[src/rtl/psg_pkg.sv]
// ----------------------------------------------------------------------------
// psg_pkg
// Shared constants, types and state codes of the three-voice sound generator.
// ----------------------------------------------------------------------------
package psg_pkg;

  localparam int unsigned PHASE_BITS_DEF = 24;
  localparam int unsigned WAVE_STEPS     = 32;
  localparam int unsigned NUM_VOICES     = 3;

  localparam logic [31:0] PHASE_RATE_RST = 32'd131072000;

  // divider widths: dividend holds phase_rate or the scaled mix, divisor the period or mix scale
  localparam int unsigned DIV_W   = 48;
  localparam int unsigned DIVS_W  = 32;
  localparam int unsigned DCNT_W  = $clog2(DIV_W + 1);

  localparam logic [DIVS_W-1:0] MIX_DEN = 32'd442368000;

  localparam int unsigned SIG_W = 20;
  localparam int unsigned ACC_W = 30;
  localparam logic signed [SIG_W-1:0] FULL_UNIT = 20'sd491520;

  // wave select codes
  localparam logic [1:0] WSEL_SQUARE = 2'd0;
  localparam logic [1:0] WSEL_NOISE  = 2'd2;

  // combine modes
  localparam logic [3:0] CMB_OFF  = 4'd0;
  localparam logic [3:0] CMB_AND  = 4'd1;
  localparam logic [3:0] CMB_NAND = 4'd2;
  localparam logic [3:0] CMB_OR   = 4'd3;
  localparam logic [3:0] CMB_NOR  = 4'd4;
  localparam logic [3:0] CMB_XOR  = 4'd5;
  localparam logic [3:0] CMB_XNOR = 4'd6;

  // request types
  localparam logic REQ_TICK  = 1'b0;
  localparam logic REQ_WRITE = 1'b1;

  // config register byte address
  localparam logic [2:0] CFG_PHASE_RATE = 3'd0;

  typedef enum logic [2:0] {
    ST_IDLE,
    ST_VSTART,
    ST_VDIV,
    ST_MIX,
    ST_FSTART,
    ST_FDIV,
    ST_FINISH
  } psg_state_e;

  typedef struct packed {
    logic [1:0] wsel;
    logic [3:0] duty;
    logic       use_wave;
    logic       noise_cur;
  } voice_ctl_t;

  typedef struct packed {
    logic signed [SIG_W-1:0] sig;
    logic [3:0]              lvl;
    logic                    lfsr_step;
    logic                    noise_nxt;
  } voice_res_t;

  // (2n - 15) * 32768 for a 4-bit level
  function automatic logic signed [SIG_W-1:0] level_sig(input logic [3:0] n);
    logic signed [5:0] w;
    w = $signed({1'b0, n, 1'b0}) - 6'sd15;
    return {w[4:0], 15'b0};
  endfunction

endpackage

[src/rtl/psg_div.sv]
// ----------------------------------------------------------------------------
// psg_div
// Bit-serial restoring divider, one quotient bit per clock.
// ----------------------------------------------------------------------------
module psg_div (
  input  logic                          clk_i,
  input  logic                          rst_ni,
  input  logic                          start_i,
  input  logic [psg_pkg::DIV_W-1:0]     dividend_i,
  input  logic [psg_pkg::DIVS_W-1:0]    divisor_i,
  output logic                          done_o,
  output logic [psg_pkg::DIV_W-1:0]     quotient_o
);
  import psg_pkg::*;

  logic                busy_q, busy_d;
  logic                done_q, done_d;
  logic [DCNT_W-1:0]   cnt_q, cnt_d;
  logic [DIVS_W-1:0]   rem_q, rem_d;
  logic [DIV_W-1:0]    quo_q, quo_d;
  logic [DIVS_W-1:0]   dsr_q, dsr_d;
  logic [DIVS_W:0]     trial;
  logic                ge;

  assign trial = {rem_q, quo_q[DIV_W-1]};
  assign ge    = trial >= {1'b0, dsr_q};

  always_comb begin
    busy_d = busy_q;
    done_d = 1'b0;
    cnt_d  = cnt_q;
    rem_d  = rem_q;
    quo_d  = quo_q;
    dsr_d  = dsr_q;
    if (start_i) begin
      busy_d = 1'b1;
      cnt_d  = DCNT_W'(DIV_W);
      rem_d  = '0;
      quo_d  = dividend_i;
      dsr_d  = divisor_i;
    end else if (busy_q) begin
      rem_d = ge ? DIVS_W'(trial - {1'b0, dsr_q}) : trial[DIVS_W-1:0];
      quo_d = {quo_q[DIV_W-2:0], ge};
      cnt_d = cnt_q - 1'b1;
      if (cnt_q == DCNT_W'(1)) begin
        busy_d = 1'b0;
        done_d = 1'b1;
      end
    end
  end

  always_ff @(posedge clk_i or negedge rst_ni) begin
    if (!rst_ni) begin
      busy_q <= 1'b0;
      done_q <= 1'b0;
      cnt_q  <= '0;
    end else begin
      busy_q <= busy_d;
      done_q <= done_d;
      cnt_q  <= cnt_d;
    end
  end

  always_ff @(posedge clk_i) begin
    rem_q <= rem_d;
    quo_q <= quo_d;
    dsr_q <= dsr_d;
  end

  assign done_o     = done_q;
  assign quotient_o = quo_q;

endmodule

[src/rtl/psg_voice.sv]
// ----------------------------------------------------------------------------
// psg_voice
// Waveform evaluation of one voice from its phase, with noise LFSR update.
// ----------------------------------------------------------------------------
module psg_voice #(
  parameter int unsigned PHASE_BITS = psg_pkg::PHASE_BITS_DEF
) (
  input  psg_pkg::voice_ctl_t  ctl_i,
  input  logic [PHASE_BITS-1:0] phase_i,
  input  logic [PHASE_BITS-1:0] phase_nxt_i,
  input  logic [127:0]          wave_i,
  input  logic [16:0]           lfsr_i,
  output logic [16:0]           lfsr_nxt_o,
  output psg_pkg::voice_res_t   res_o
);
  import psg_pkg::*;

  logic                  wrap;
  logic [4:0]            step;
  logic [15:0]           word;
  logic [3:0]            nib;
  logic [15:0]           u;
  logic [19:0]           u15;
  logic                  noise_hit;
  logic [PHASE_BITS+3:0] ph15;
  logic                  sq_hi;
  logic [PHASE_BITS+15:0] ph_wide;
  logic [15:0]           s16;
  logic [16:0]           x16;
  logic signed [17:0]    xd;
  logic signed [21:0]    saw_sig;
  logic [20:0]           q_raw;
  logic [4:0]            q5;

  assign wrap = phase_nxt_i < phase_i;

  assign step = phase_i[PHASE_BITS-1 -: 5];

  always_comb begin
    case (step[4:2])
      3'd0:    word = wave_i[15:0];
      3'd1:    word = wave_i[31:16];
      3'd2:    word = wave_i[47:32];
      3'd3:    word = wave_i[63:48];
      3'd4:    word = wave_i[79:64];
      3'd5:    word = wave_i[95:80];
      3'd6:    word = wave_i[111:96];
      default: word = wave_i[127:112];
    endcase
    case (step[1:0])
      2'd0:    nib = word[15:12];
      2'd1:    nib = word[11:8];
      2'd2:    nib = word[7:4];
      default: nib = word[3:0];
    endcase
  end

  // x^17 + x^14 + 1, shifting right
  assign lfsr_nxt_o = {lfsr_i[0] ^ lfsr_i[3], lfsr_i[16:1]};
  assign u          = lfsr_nxt_o[15:0];
  assign u15        = ({4'b0, u} << 4) - {4'b0, u};
  assign noise_hit  = (ctl_i.duty == '0) ? !u[15] : (u15 < {ctl_i.duty, 16'b0});

  assign ph15  = ({4'b0, phase_i} << 4) - {4'b0, phase_i};
  assign sq_hi = (ctl_i.duty == '0) ? !phase_i[PHASE_BITS-1]
                                    : (ph15 < {ctl_i.duty, {PHASE_BITS{1'b0}}});

  assign ph_wide = {phase_i, 16'b0} >> PHASE_BITS;
  assign s16     = ph_wide[15:0];
  assign x16     = (ctl_i.duty != '0) ? (17'h10000 - {1'b0, s16}) : {1'b0, s16};
  assign xd      = $signed({1'b0, x16}) - 18'sd32768;
  assign saw_sig = ($signed({{4{xd[17]}}, xd}) <<< 4) - $signed({{4{xd[17]}}, xd});
  assign q_raw   = ((21'({x16, 4'b0}) - 21'(x16)) + 21'd32768);
  assign q5      = q_raw[20:16];

  always_comb begin
    res_o.lfsr_step = 1'b0;
    res_o.noise_nxt = ctl_i.noise_cur;
    if (ctl_i.use_wave) begin
      res_o.sig = level_sig(nib);
      res_o.lvl = nib;
    end else if (ctl_i.wsel == WSEL_NOISE) begin
      if (wrap) begin
        res_o.lfsr_step = 1'b1;
        res_o.noise_nxt = noise_hit;
      end
      res_o.sig = res_o.noise_nxt ? FULL_UNIT : -FULL_UNIT;
      res_o.lvl = res_o.noise_nxt ? 4'd15 : 4'd0;
    end else if (ctl_i.wsel == WSEL_SQUARE) begin
      res_o.sig = sq_hi ? FULL_UNIT : -FULL_UNIT;
      res_o.lvl = sq_hi ? 4'd15 : 4'd0;
    end else begin
      res_o.sig = saw_sig[SIG_W-1:0];
      res_o.lvl = (q5 > 5'd15) ? 4'd15 : q5[3:0];
    end
  end

endmodule

[src/rtl/three_voice_psg_sample_generator.sv]
// ----------------------------------------------------------------------------
// three_voice_psg_sample_generator
// Three-voice sound generator producing one stereo PCM sample per tick.
// ----------------------------------------------------------------------------
// Input channel (in_valid_i / in_stall_o): an item is a register write
// (req_type_i = 1, stores write_data_i at reg_addr_i) or a sample tick.
// A write is taken without stalling the input and gives no output. A tick yields one
// sample pair on the output channel (out_valid_o / out_stall_i).
// Per tick each voice with a nonzero period runs one 48-step bit-serial
// division of phase_rate by its period (a silent voice is skipped), then
// the voices are mixed and a final 48-step division by the mix scale runs.
// One tick is processed at a time; the shared serial divider sets the rate.
// The sample sits in an output register; a new item is taken while it
// waits, and a following tick holds in its last step until it is taken.
// The APB port reads phase_rate at byte address 0 and writes it at byte addresses 0 to 3.
// Reset clears all control and wavetable words, phases and noise levels,
// sets the LFSR to one and phase_rate to its default.
// ----------------------------------------------------------------------------
module three_voice_psg_sample_generator #(
  parameter int unsigned PHASE_BITS = psg_pkg::PHASE_BITS_DEF
) (
  input  logic               clk_i,
  input  logic               rst_ni,
  input  logic               in_valid_i,
  output logic               in_stall_o,
  input  logic               req_type_i,
  input  logic [3:0]         reg_addr_i,
  input  logic [15:0]        write_data_i,
  output logic               out_valid_o,
  input  logic               out_stall_i,
  output logic signed [15:0] left_sample_o,
  output logic signed [15:0] right_sample_o,
  input  logic               psel,
  input  logic               penable,
  input  logic               pwrite,
  input  logic [2:0]         paddr,
  input  logic [31:0]        pwdata,
  output logic [31:0]        prdata,
  output logic               pready
);
  import psg_pkg::*;

  psg_state_e state_q, state_d;

  logic [31:0]           phase_rate_q;
  logic [15:0]           ctrl_q [8];
  logic [15:0]           wave_q [8];
  logic [PHASE_BITS-1:0] phase_q [NUM_VOICES];
  logic                  noise_q [NUM_VOICES];
  logic [16:0]           lfsr_q;
  logic [1:0]            v_q, v_d;
  logic signed [SIG_W-1:0] sig_q [NUM_VOICES];
  logic                  act_q [NUM_VOICES];
  logic [3:0]            lvl1_q, lvl2_q;
  logic signed [ACC_W-1:0] acc_q, acc_d;
  logic signed [15:0]    res_q;
  logic                  out_valid_q;
  logic signed [15:0]    out_q;

  logic                  in_xfer, out_xfer, cfg_wr;
  logic                  div_start, div_done;
  logic [DIV_W-1:0]      div_dividend, div_quo;
  logic [DIVS_W-1:0]     div_divisor;
  logic [15:0]           period;
  logic [3:0]            shift_sel_duty;
  logic [1:0]            shift_sel_wsel;
  voice_ctl_t            vctl;
  voice_res_t            vres;
  logic [16:0]           lfsr_nxt;
  logic [PHASE_BITS-1:0] phase_cur, phase_nxt;
  logic [127:0]          wave_flat;
  logic                  voice_done, last_voice;
  logic                  load_out;
  logic [3:0]            mode, cmb;
  logic [3:0]            vol, master;
  logic [7:0]            vm;
  logic signed [SIG_W-1:0] mix_sig;
  logic signed [28:0]    prod;
  logic                  neg;
  logic [ACC_W-1:0]      mag;
  logic [15:0]           qmag;

  assign in_stall_o = (state_q != ST_IDLE);
  assign in_xfer    = in_valid_i && !in_stall_o;
  assign out_xfer   = out_valid_q && !out_stall_i;
  assign pready     = 1'b1;
  assign cfg_wr     = psel && penable && pwrite && pready;
  assign prdata     = (paddr == CFG_PHASE_RATE) ? phase_rate_q : '0;

  // per-voice field selection
  always_comb begin
    case (v_q)
      2'd0: begin
        period         = ctrl_q[4];
        shift_sel_wsel = ctrl_q[2][9:8];
        shift_sel_duty = ctrl_q[3][11:8];
        vol            = ctrl_q[0][7:4];
      end
      2'd1: begin
        period         = ctrl_q[5];
        shift_sel_wsel = ctrl_q[2][5:4];
        shift_sel_duty = ctrl_q[3][7:4];
        vol            = ctrl_q[0][3:0];
      end
      default: begin
        period         = ctrl_q[6];
        shift_sel_wsel = ctrl_q[2][1:0];
        shift_sel_duty = ctrl_q[3][3:0];
        vol            = ctrl_q[1][11:8];
      end
    endcase
  end

  assign phase_cur = phase_q[v_q];
  assign phase_nxt = phase_cur + div_quo[PHASE_BITS-1:0];
  assign wave_flat = {wave_q[7], wave_q[6], wave_q[5], wave_q[4],
                      wave_q[3], wave_q[2], wave_q[1], wave_q[0]};

  assign vctl.wsel      = shift_sel_wsel;
  assign vctl.duty      = shift_sel_duty;
  assign vctl.use_wave  = (v_q == 2'd2) && (ctrl_q[1][7:4] != 4'd0);
  assign vctl.noise_cur = noise_q[v_q];

  psg_voice #(
    .PHASE_BITS(PHASE_BITS)
  ) u_voice (
    .ctl_i      (vctl),
    .phase_i    (phase_cur),
    .phase_nxt_i(phase_nxt),
    .wave_i     (wave_flat),
    .lfsr_i     (lfsr_q),
    .lfsr_nxt_o (lfsr_nxt),
    .res_o      (vres)
  );

  // combine of voices 1 and 2
  assign mode = (ctrl_q[2][15:12] > CMB_XNOR) ? CMB_XNOR : ctrl_q[2][15:12];
  always_comb begin
    case (mode)
      CMB_AND:  cmb = lvl1_q & lvl2_q;
      CMB_NAND: cmb = ~(lvl1_q & lvl2_q);
      CMB_OR:   cmb = lvl1_q | lvl2_q;
      CMB_NOR:  cmb = ~(lvl1_q | lvl2_q);
      CMB_XOR:  cmb = lvl1_q ^ lvl2_q;
      default:  cmb = ~(lvl1_q ^ lvl2_q);
    endcase
  end

  assign master = ctrl_q[0][11:8];
  assign vm     = vol * master;

  always_comb begin
    mix_sig = sig_q[v_q];
    if ((v_q == 2'd1) && (mode != CMB_OFF) && act_q[1] && act_q[2]) begin
      mix_sig = level_sig(cmb);
    end
  end

  assign prod = mix_sig * $signed({1'b0, vm});

  // final scaling: |acc| * 32767 / MIX_DEN
  assign neg  = acc_q[ACC_W-1];
  assign mag  = neg ? ACC_W'(-acc_q) : ACC_W'(acc_q);
  assign qmag = div_quo[15:0];

  assign voice_done = (state_q == ST_VDIV && div_done) ||
                      (state_q == ST_VSTART && period == '0);
  assign last_voice = (v_q == 2'd2);
  assign load_out   = (state_q == ST_FINISH) && (!out_valid_q || !out_stall_i);

  // next state
  always_comb begin
    state_d = state_q;
    case (state_q)
      ST_IDLE:   if (in_xfer && req_type_i == REQ_TICK) state_d = ST_VSTART;
      ST_VSTART: begin
        if (period == '0) state_d = last_voice ? ST_MIX : ST_VSTART;
        else              state_d = ST_VDIV;
      end
      ST_VDIV:   if (div_done) state_d = last_voice ? ST_MIX : ST_VSTART;
      ST_MIX:    if (last_voice) state_d = ST_FSTART;
      ST_FSTART: state_d = ST_FDIV;
      ST_FDIV:   if (div_done) state_d = ST_FINISH;
      ST_FINISH: if (load_out) state_d = ST_IDLE;
      default:   state_d = ST_IDLE;
    endcase
  end

  // control outputs
  always_comb begin
    div_start    = 1'b0;
    div_dividend = {{(DIV_W-32){1'b0}}, phase_rate_q};
    div_divisor  = {{(DIVS_W-16){1'b0}}, period};
    v_d          = v_q;
    acc_d        = acc_q;
    case (state_q)
      ST_IDLE: begin
        v_d   = 2'd0;
        acc_d = '0;
      end
      ST_VSTART: begin
        div_start = (period != '0);
        if (period == '0) v_d = last_voice ? 2'd0 : v_q + 2'd1;
      end
      ST_VDIV: if (div_done) v_d = last_voice ? 2'd0 : v_q + 2'd1;
      ST_MIX: begin
        acc_d = acc_q + ACC_W'(prod);
        v_d   = last_voice ? 2'd0 : v_q + 2'd1;
      end
      ST_FSTART: begin
        div_start    = 1'b1;
        div_dividend = ({{(DIV_W-ACC_W){1'b0}}, mag} << 15) -
                       {{(DIV_W-ACC_W){1'b0}}, mag};
        div_divisor  = MIX_DEN;
      end
      default: ;
    endcase
  end

  psg_div u_div (
    .clk_i     (clk_i),
    .rst_ni    (rst_ni),
    .start_i   (div_start),
    .dividend_i(div_dividend),
    .divisor_i (div_divisor),
    .done_o    (div_done),
    .quotient_o(div_quo)
  );

  always_ff @(posedge clk_i or negedge rst_ni) begin
    if (!rst_ni) begin
      state_q      <= ST_IDLE;
      phase_rate_q <= PHASE_RATE_RST;
      lfsr_q       <= 17'd1;
      v_q          <= 2'd0;
      out_valid_q  <= 1'b0;
      for (int i = 0; i < 8; i++) begin
        ctrl_q[i] <= '0;
        wave_q[i] <= '0;
      end
      for (int i = 0; i < NUM_VOICES; i++) begin
        phase_q[i] <= '0;
        noise_q[i] <= 1'b0;
      end
    end else begin
      state_q <= state_d;
      v_q     <= v_d;
      if (cfg_wr && !paddr[2]) phase_rate_q <= pwdata;
      if (in_xfer && req_type_i == REQ_WRITE) begin
        if (!reg_addr_i[3]) ctrl_q[reg_addr_i[2:0]] <= write_data_i;
        else                wave_q[reg_addr_i[2:0]] <= write_data_i;
      end
      if (state_q == ST_VDIV && div_done) begin
        phase_q[v_q] <= phase_nxt;
        noise_q[v_q] <= vres.noise_nxt;
        if (vres.lfsr_step) lfsr_q <= lfsr_nxt;
      end
      if (load_out)      out_valid_q <= 1'b1;
      else if (out_xfer) out_valid_q <= 1'b0;
    end
  end

  // datapath registers
  always_ff @(posedge clk_i) begin
    acc_q <= acc_d;
    if (voice_done) begin
      act_q[v_q] <= (state_q == ST_VDIV);
      sig_q[v_q] <= (state_q == ST_VDIV) ? vres.sig : '0;
      if (v_q == 2'd1) lvl1_q <= vres.lvl;
      if (v_q == 2'd2) lvl2_q <= vres.lvl;
    end
    if (state_q == ST_FDIV && div_done) res_q <= neg ? -$signed(qmag) : $signed(qmag);
    if (load_out) out_q <= res_q;
  end

  assign out_valid_o    = out_valid_q;
  assign left_sample_o  = out_q;
  assign right_sample_o = out_q;

endmodule

[config.mk]
export PLATFORM = sky130hd
export DESIGN_NAME = three_voice_psg_sample_generator
export DESIGN_NICKNAME = d
export VERILOG_FILES = /design/src/rtl/psg_pkg.sv /design/src/rtl/psg_div.sv /design/src/rtl/psg_voice.sv /design/src/rtl/three_voice_psg_sample_generator.sv
export SDC_FILE = /design/constraint.sdc
export NUM_CORES = 2
export LEC_CHECK = 0
export ABC_AREA = 1
export BUFFER_PORTS_ARGS = -buffer_cell sky130_fd_sc_hd__buf_4
export CORE_ASPECT_RATIO = 1.4
export CORE_MARGIN = 5
export CORE_UTILIZATION = 50
export CTS_BUF_LIST = sky130_fd_sc_hd__clkbuf_4 sky130_fd_sc_hd__clkbuf_8
export DETAILED_ROUTE_END_ITERATION = 6
export PLACE_DENSITY = 0.76
export SLEW_MARGIN = 20
export SYNTH_ARGS = -nofsm -noshare
export SYNTH_HDL_FRONTEND = slang
export SYNTH_SLANG_ARGS = --single-unit
[constraint.sdc]
create_clock -name clk_i -period 19.38 [get_ports clk_i]
set_clock_uncertainty 0.1 [all_clocks]
set_input_delay 3.876 -clock clk_i [delete_from_list [all_inputs] [get_ports clk_i]]
set_output_delay 3.876 -clock clk_i [all_outputs]
set_load 0.02 [all_outputs]
# [Yosys cells after proc, flatten, opt, wreduce, memory -nomap -nowiden]
# Memories as Yosys holds them, arrays and structs flattened.
# Cells that the tools add are included.
[classes] n_reduce_logical=49 bitwise_logic=11 n_mul=2 n_lt_le_gt_ge=10 n_addsub=17 eq_ne=29 mux=76
[op_table] op="$bwmux W128" n=2
[op_table] op="$mux W24" n=6
[op_table] op="$mux W48" n=3
[op_table] op="$pmux W16 S7" n=1
[op_table] op="$mux W20" n=4
[op_table] op="$bwmux W72" n=1
[op_table] op="$mux W32" n=2
[op_table] op="$pmux W30 S2" n=1
[op_table] op="$bmux W24 S2" n=1
[op_table] op="$demux W16 S3" n=1
[op_table] op="$demux W24 S2" n=1
[op_table] op="$sub A45 B30 Y46" n=1
[op_table] op="$ge A33 B32 Y1" n=1
[op_table] op="$mux W16" n=2
[op_table] op="$pmux W16 S2" n=1
[op_table] op="$sub A32 B32 Y32" n=1
[op_table] op="$add A30 B29 Y30" n=1
[op_table] op="$mux W30" n=1
[op_table] op="$neg A30 Y30" n=1
[op_table] op="$mul A20 B9 Y29" n=1
[op_table] op="$mux W29" n=1
[op_table] op="$lt A28 B28 Y1" n=1
[op_table] op="$sub A28 B24 Y28" n=1
[op_table] op="$add A24 B24 Y24" n=1
[op_table] op="68 further kinds" n=157
[totals] out_inout_bits=67 mem_bits_rw=63 in_bits=63 reg_bits=576 mem_count=2
[memory_table] memory="sig_q" depth=3 width=20 rd=1 rd_ports_with_merged_regs=0 write_ports=1 line="three_voice_psg_sample_generator.sv:52" source="logic signed [SIG_W-1:0] sig_q [NUM_VOICES];"
[memory_table] memory="act_q" depth=3 width=1 rd=2 rd_ports_with_merged_regs=0 write_ports=1 line="three_voice_psg_sample_generator.sv:53" source="logic act_q [NUM_VOICES];"

# [Logic depth before layout (Yosys ltp)]
[depth] ltp_word=14 mapped_depth=43 depth_no_buf=40

# [By module]
# Synthesis repeated with hierarchy kept, for this count alone.
[hier_totals] cells_unflattened=5778 area_unflattened_um2=44162.4
[modules_own_cells] module="three_voice_psg_sample_generator" n_inst=1 area_per_inst_um2=30972.2 cells_each=3759 seq_area_each_um2=12680.9
[modules_own_cells] module="psg_div" n_inst=1 area_per_inst_um2=7523.5 cells_each=1056 seq_area_each_um2=3243.1
[modules_own_cells] module="psg_voice" n_inst=1 area_per_inst_um2=5666.7 cells_each=963 seq_area_each_um2=0.0

# [Worst setup path after synthesis]
# Ideal clock, no wire load.
[synth_timing] path_kind="input-to-output" startpoint="in paddr[1]" endpoint="out prdata[10]" t_arrival_ps=4556 cell_stages=4 slack_ps=10848 path_cell_list="nor2_1 nand2_1 clkbuf_1 nor2_1"
[synth_between] elab_chain_cells=2
[synth_lines] element="start, declared" line="three_voice_psg_sample_generator.sv:36" source="input logic [2:0] paddr,"
[synth_lines] element="$logic_not A3 Y1" line="three_voice_psg_sample_generator.sv:88" source="assign prdata = (paddr == CFG_PHASE_RATE) ? phase_rate_q : '0;"
[synth_lines] element="$mux W32" line="three_voice_psg_sample_generator.sv:88"
[synth_lines] element="end, declared" line="three_voice_psg_sample_generator.sv:38" source="output logic [31:0] prdata,"
# No other way between the ends.

# [Worst setup path after layout]
[layout_timing] startpoint="reg v_q[1]" endpoint="reg acc_q[29], data pin"
[layout_between] elab_chain_cells=8 elab_cells_between_ends=12
[layout_lines] element="start, declared" line="three_voice_psg_sample_generator.sv:51" source="logic [1:0] v_q, v_d;"
[layout_lines] element="start signal, assigned" line="three_voice_psg_sample_generator.sv:247" source="v_q <= v_d;"
[layout_lines] element="parallel branches: the longest is 5 deep, another holds $mul A4 B4 Y8"
[layout_lines] element="$mul A20 B9 Y29 (*)" line="three_voice_psg_sample_generator.sv:159" source="assign prod = mix_sig * $signed({1'b0, vm});"
[layout_lines] element="$add A30 B29 Y30 (*)" line="three_voice_psg_sample_generator.sv:207" source="acc_d = acc_q + ACC_W'(prod);"
[layout_lines] element="$pmux W30 S2 (*)" line="three_voice_psg_sample_generator.sv:196" source="case (state_q)"
[layout_lines] element="end signal, assigned" line="three_voice_psg_sample_generator.sv:265" source="acc_q <= acc_d;"
[layout_lines] element="end, declared" line="three_voice_psg_sample_generator.sv:55" source="logic signed [ACC_W-1:0] acc_q, acc_d;"
# Mark *: on every way between the ends.
# A chain may end at the register's enable or synchronous reset.

==> results.py <==
metrics = {
    "clocking": {
        "cts_tree": "built",
        "worstSkewPairLatency_ns": 0.79,
        "cts_buffers": 94,
        "cts.repair.resized": 0,
        "clock-sinks": 585,
        "cts_buffer_depth": 3,
        "root_buffer": "clkbuf_8",
        "clkTransAtPathRegs_ns": 0.07,
        "postCtsHoldBufs": 0,
        "post_cts_buffers": 0,
        "htreeDepth": 3,
    },
    "global_routing": {
        "gr-usage-all-layers_pct": 26.7,
        "overflow": 0,
        "grt_pass1_wl_um": 190000,
        "grt_max_degree": 151,
        "grt_antenna_before_repair": 1,
        "grt_pass1_vias": 35768,
    },
    "worst_setup_path": {
        "setup.worst_path.class": "register to register",
        "required_ns": 19.81,
        "reg2reg_slack_ns": 10.01,
        "r2r_cells": 35,
        "critPathSlowestCell": "fa_1",
        "crit_path_frequent_cell": "fa_1",
        "start_kind": "register",
        "r2r_end": "acc_q[29]",
        "slowest_delay_ns": 0.56,
        "critPathMaxFanout": 44,
        "crit_path_end_kind": "register",
        "cp.arrival_ns": 9.79,
        "rr_startpoint": "v_q[1]",
    },
    "placement": {
        "gp_congestion": 0.970,
        "dpl-instance-area_um2": 43300,
        "placed_cells": 6381,
        "port_buffers": 128,
        "dp_hpwl_um": 91500,
    },
    "power_and_ir_drop": {
        "p_switching_mw": 4.55,
        "p_seq_share_pct": 22.0,
        "power.share.clock_pct": 13.8,
        "peakVddDrop_v": 0.0000974,
        "powerDensity_nw_per_um2": 192,
        "p_leak_nw": 22.7,
        "p_comb_share_pct": 64.1,
        "power_mw": 8.74,
        "switching_share_pct": 52.1,
        "internal_power_mw": 4.19,
    },
    "cells_and_area": {
        "finalNetCount": 5881,
        "area.growth.synth_to_final_pct": 9.52,
        "finalInstanceArea_um2": 45600,
        "layout-drive-gt1-share_pct": 7.86,
        "fin_cells": 6560,
    },
    "min_path": {
        "min_path_cells": 0,
        "hold_end": "left_sample_o[11]",
        "hold_start": "res_q[11]",
        "hp-class": "register to register",
    },
    "yosys": {
        "synthTopCellsByArea": "dfrtp_1, edfxtp_1, nand2_1, fa_1, ha_1",
        "yosys.area.top_type": "dfrtp_1",
        "ys_seq_area_share_pct": 37.2,
        "synth_top_area_share_pct": 21.0,
        "async_flop_share_pct": 60.9,
        "netlist_area_um2": 41600,
        "yosysWarnings": 0,
        "netlist_instances": 5323,
        "post-synth-top-count-cell": "nand2_1",
        "synth_top_flop_cell": "dfrtp_1",
        "yosys-top-cells-count": "nand2_1, inv_1, nor2_1, o21ai_0, dfrtp_1",
        "syn_nets": 5804,
        "synth_seq_cells": 585,
        "syn_area_per_cell_um2": 7.81,
        "synth_edf_count": 197,
        "synthDistinctLibCells": 71,
    },
    "routing": {
        "drt_first_iter_violations": 2822,
        "drc": 9,
        "ant_nets": 0,
        "avgRoutedWirePerCell_um": 18.4,
        "num_vias": 36090,
        "routed_wirelength_um": 120000,
        "viasPerCell": 5.50,
        "dr.pass1.iters": 7,
    },
    "floorplan": {
        "initial_core_util_pct": 50.3,
        "core_um2": 82700,
        "dieArea_um2": 89100,
        "die_x_um": 254,
        "io_pins": 130,
        "rows": 125,
        "die_h_um": 351,
    },
    "flow_run": {
        "drv_cap": 0,
    },
    "timing": {
        "tns_ns": 0,
        "period_needed_ns": 9.37,
        "maxSlewHeadroom_pct": 21.0,
        "rsz0062_at_grt": "no",
        "whs_ns": 0.316,
        "worst_slew_pin_slew_ns": 1.17,
        "fin_crit_sh_pct": 48.3,
        "slew_viol_final": 0,
        "fmax_mhz": 107,
        "setup_viol": 0,
        "final_hold_viol_count": 0,
    },
    "outcome": {
        "outcome": "complete, but fails checks",
        "violations": "design-rule violations",
    },
}
layout by cell type, fill, tap and decap left out, types with 7 or more instances in the layout:
master	netlist	routed
a221oi_1	7	7
clkbuf_4	0	30
o21a_1	34	34
o21bai_1	10	10
dfstp_2	7	7
fa_1	170	170
and2_1	13	13
xor2_1	94	94
inv_2	15	16
edfxtp_1	197	197
o211ai_1	20	20
xnor2_1	25	25
ha_1	248	248
dfxtp_1	32	32
bufinv_16	0	7
clkbuf_8	0	107
clkinv_1	5	15
nand4_1	51	51
a211oi_1	8	8
nand2_1	1402	1398
a21o_1	14	14
nor4_1	22	21
o22ai_1	10	10
buf_4	21	162
a21oi_1	294	293
nor3_1	48	46
dfrtp_1	349	348
o221ai_1	12	12
inv_1	700	699
o21ai_1	21	21
or2_2	13	13
clkinv_2	0	9
nor2_1	510	507
o21ai_0	485	485
nand2_2	8	12
nor2_2	6	8
a22oi_1	20	20
a31oi_1	12	12
nand3_1	204	204
sequential cells by signal, summed over array words and instances (netlist names):
register / cells
v_q: 2
noise_q: 3
lvl1_q: 4
u_div.cnt_q: 6
lvl2_q: 4
left_sample_o: 16
u_div.quotient_o: 48
u_div.done_o: 1
u_div.busy_q: 1
out_valid_o: 1
u_div.dsr_q: 17
sig_q: 60
phase_q: 72
res_q: 16
wave_flat: 128
acc_q: 30
act_q: 2
u_div.rem_q: 32
lfsr_q: 17
ctrl_q: 90
state_q: 3
phase_rate_q: 32
worst max path at each step:
stage,depth (start not counted),end,start
after detailed placement,34,acc_q[29],v_q[1]
final,35,acc_q[29],v_q[1]
after global placement,34,acc_q[29],v_q[1]
after global routing,33,acc_q[29],v_q[1]
after CTS,34,acc_q[29],v_q[1]
after floorplan,4,prdata[10],paddr[1]
area by class of cell:
cell class                 instances  area [um^2]
antenna                            1         2.50
clock buffer                     137         1700
clock inverter                    39          448
fill                            7621        37200
inverter                         722         2720
multi-input combinational       3831        22600
sequential                       585        15500
tap                             1079         1350
timing repair buffer             166         1310
routing by layer:
| layer | up-vias | track usage [%] | share of wire, % |
|---|---|---|---|
| li1 | 17411 | - | - |
| met3 | 318 | 3.59 | 5.2 |
| met1 | 17129 | 31.2 | 39 |
| met4 | 0 | 14.0 | 5.7 |
| met5 | - | 0 | 0 |
| met2 | 1232 | 47.6 | 50 |
through the flow:
step / worst slack, ns / utilization, %
after floorplan: 10.85 / -
after global placement: 10.23 / 52.4
after detailed placement: 10.05 / 52.4
after CTS: 10.05 / 55.0
after global routing: 9.39 / 55.1
final: 10.01 / 55.1
kinds of logic (layout without fill, tap and decap cells):
kind of cell	Yosys count	count (layout)	synth area share, %
AOI/OAI and AO/OA	980	980	13.0
and+or+nand+nor	2312	2312	22.9
other	1	2	0.00902
xor gates and xnor gates	120	120	2.54
DFF	585	585	37.2
buffers and inverters	907	1064	8.68
adders and majority gates	418	418	15.6
worst max-delay path: cells and delay by family (launching register included):
kind            cells  cell delay [ns]
fa+ha+maj           9             4.44
buf+inv             9             1.67
simple gates        9             1.42
compound gates      7             0.92
flops               1             0.33
xor+xnor            1             0.22
power groups by stage:
| stage | clock network (mW) | logic (mW) | registers [mW] |
|---|---|---|---|
| floorplan | 0 | 4.09 | 1.86 |
| global placement | 0 | 5.42 | 1.93 |
| detailed placement | 0 | 5.51 | 1.94 |
| CTS | 1.23 | 5.54 | 1.92 |
| global route | 1.29 | 6.29 | 1.96 |
| finish | 1.21 | 5.61 | 1.93 |
(Power assumes the default switching activity.)
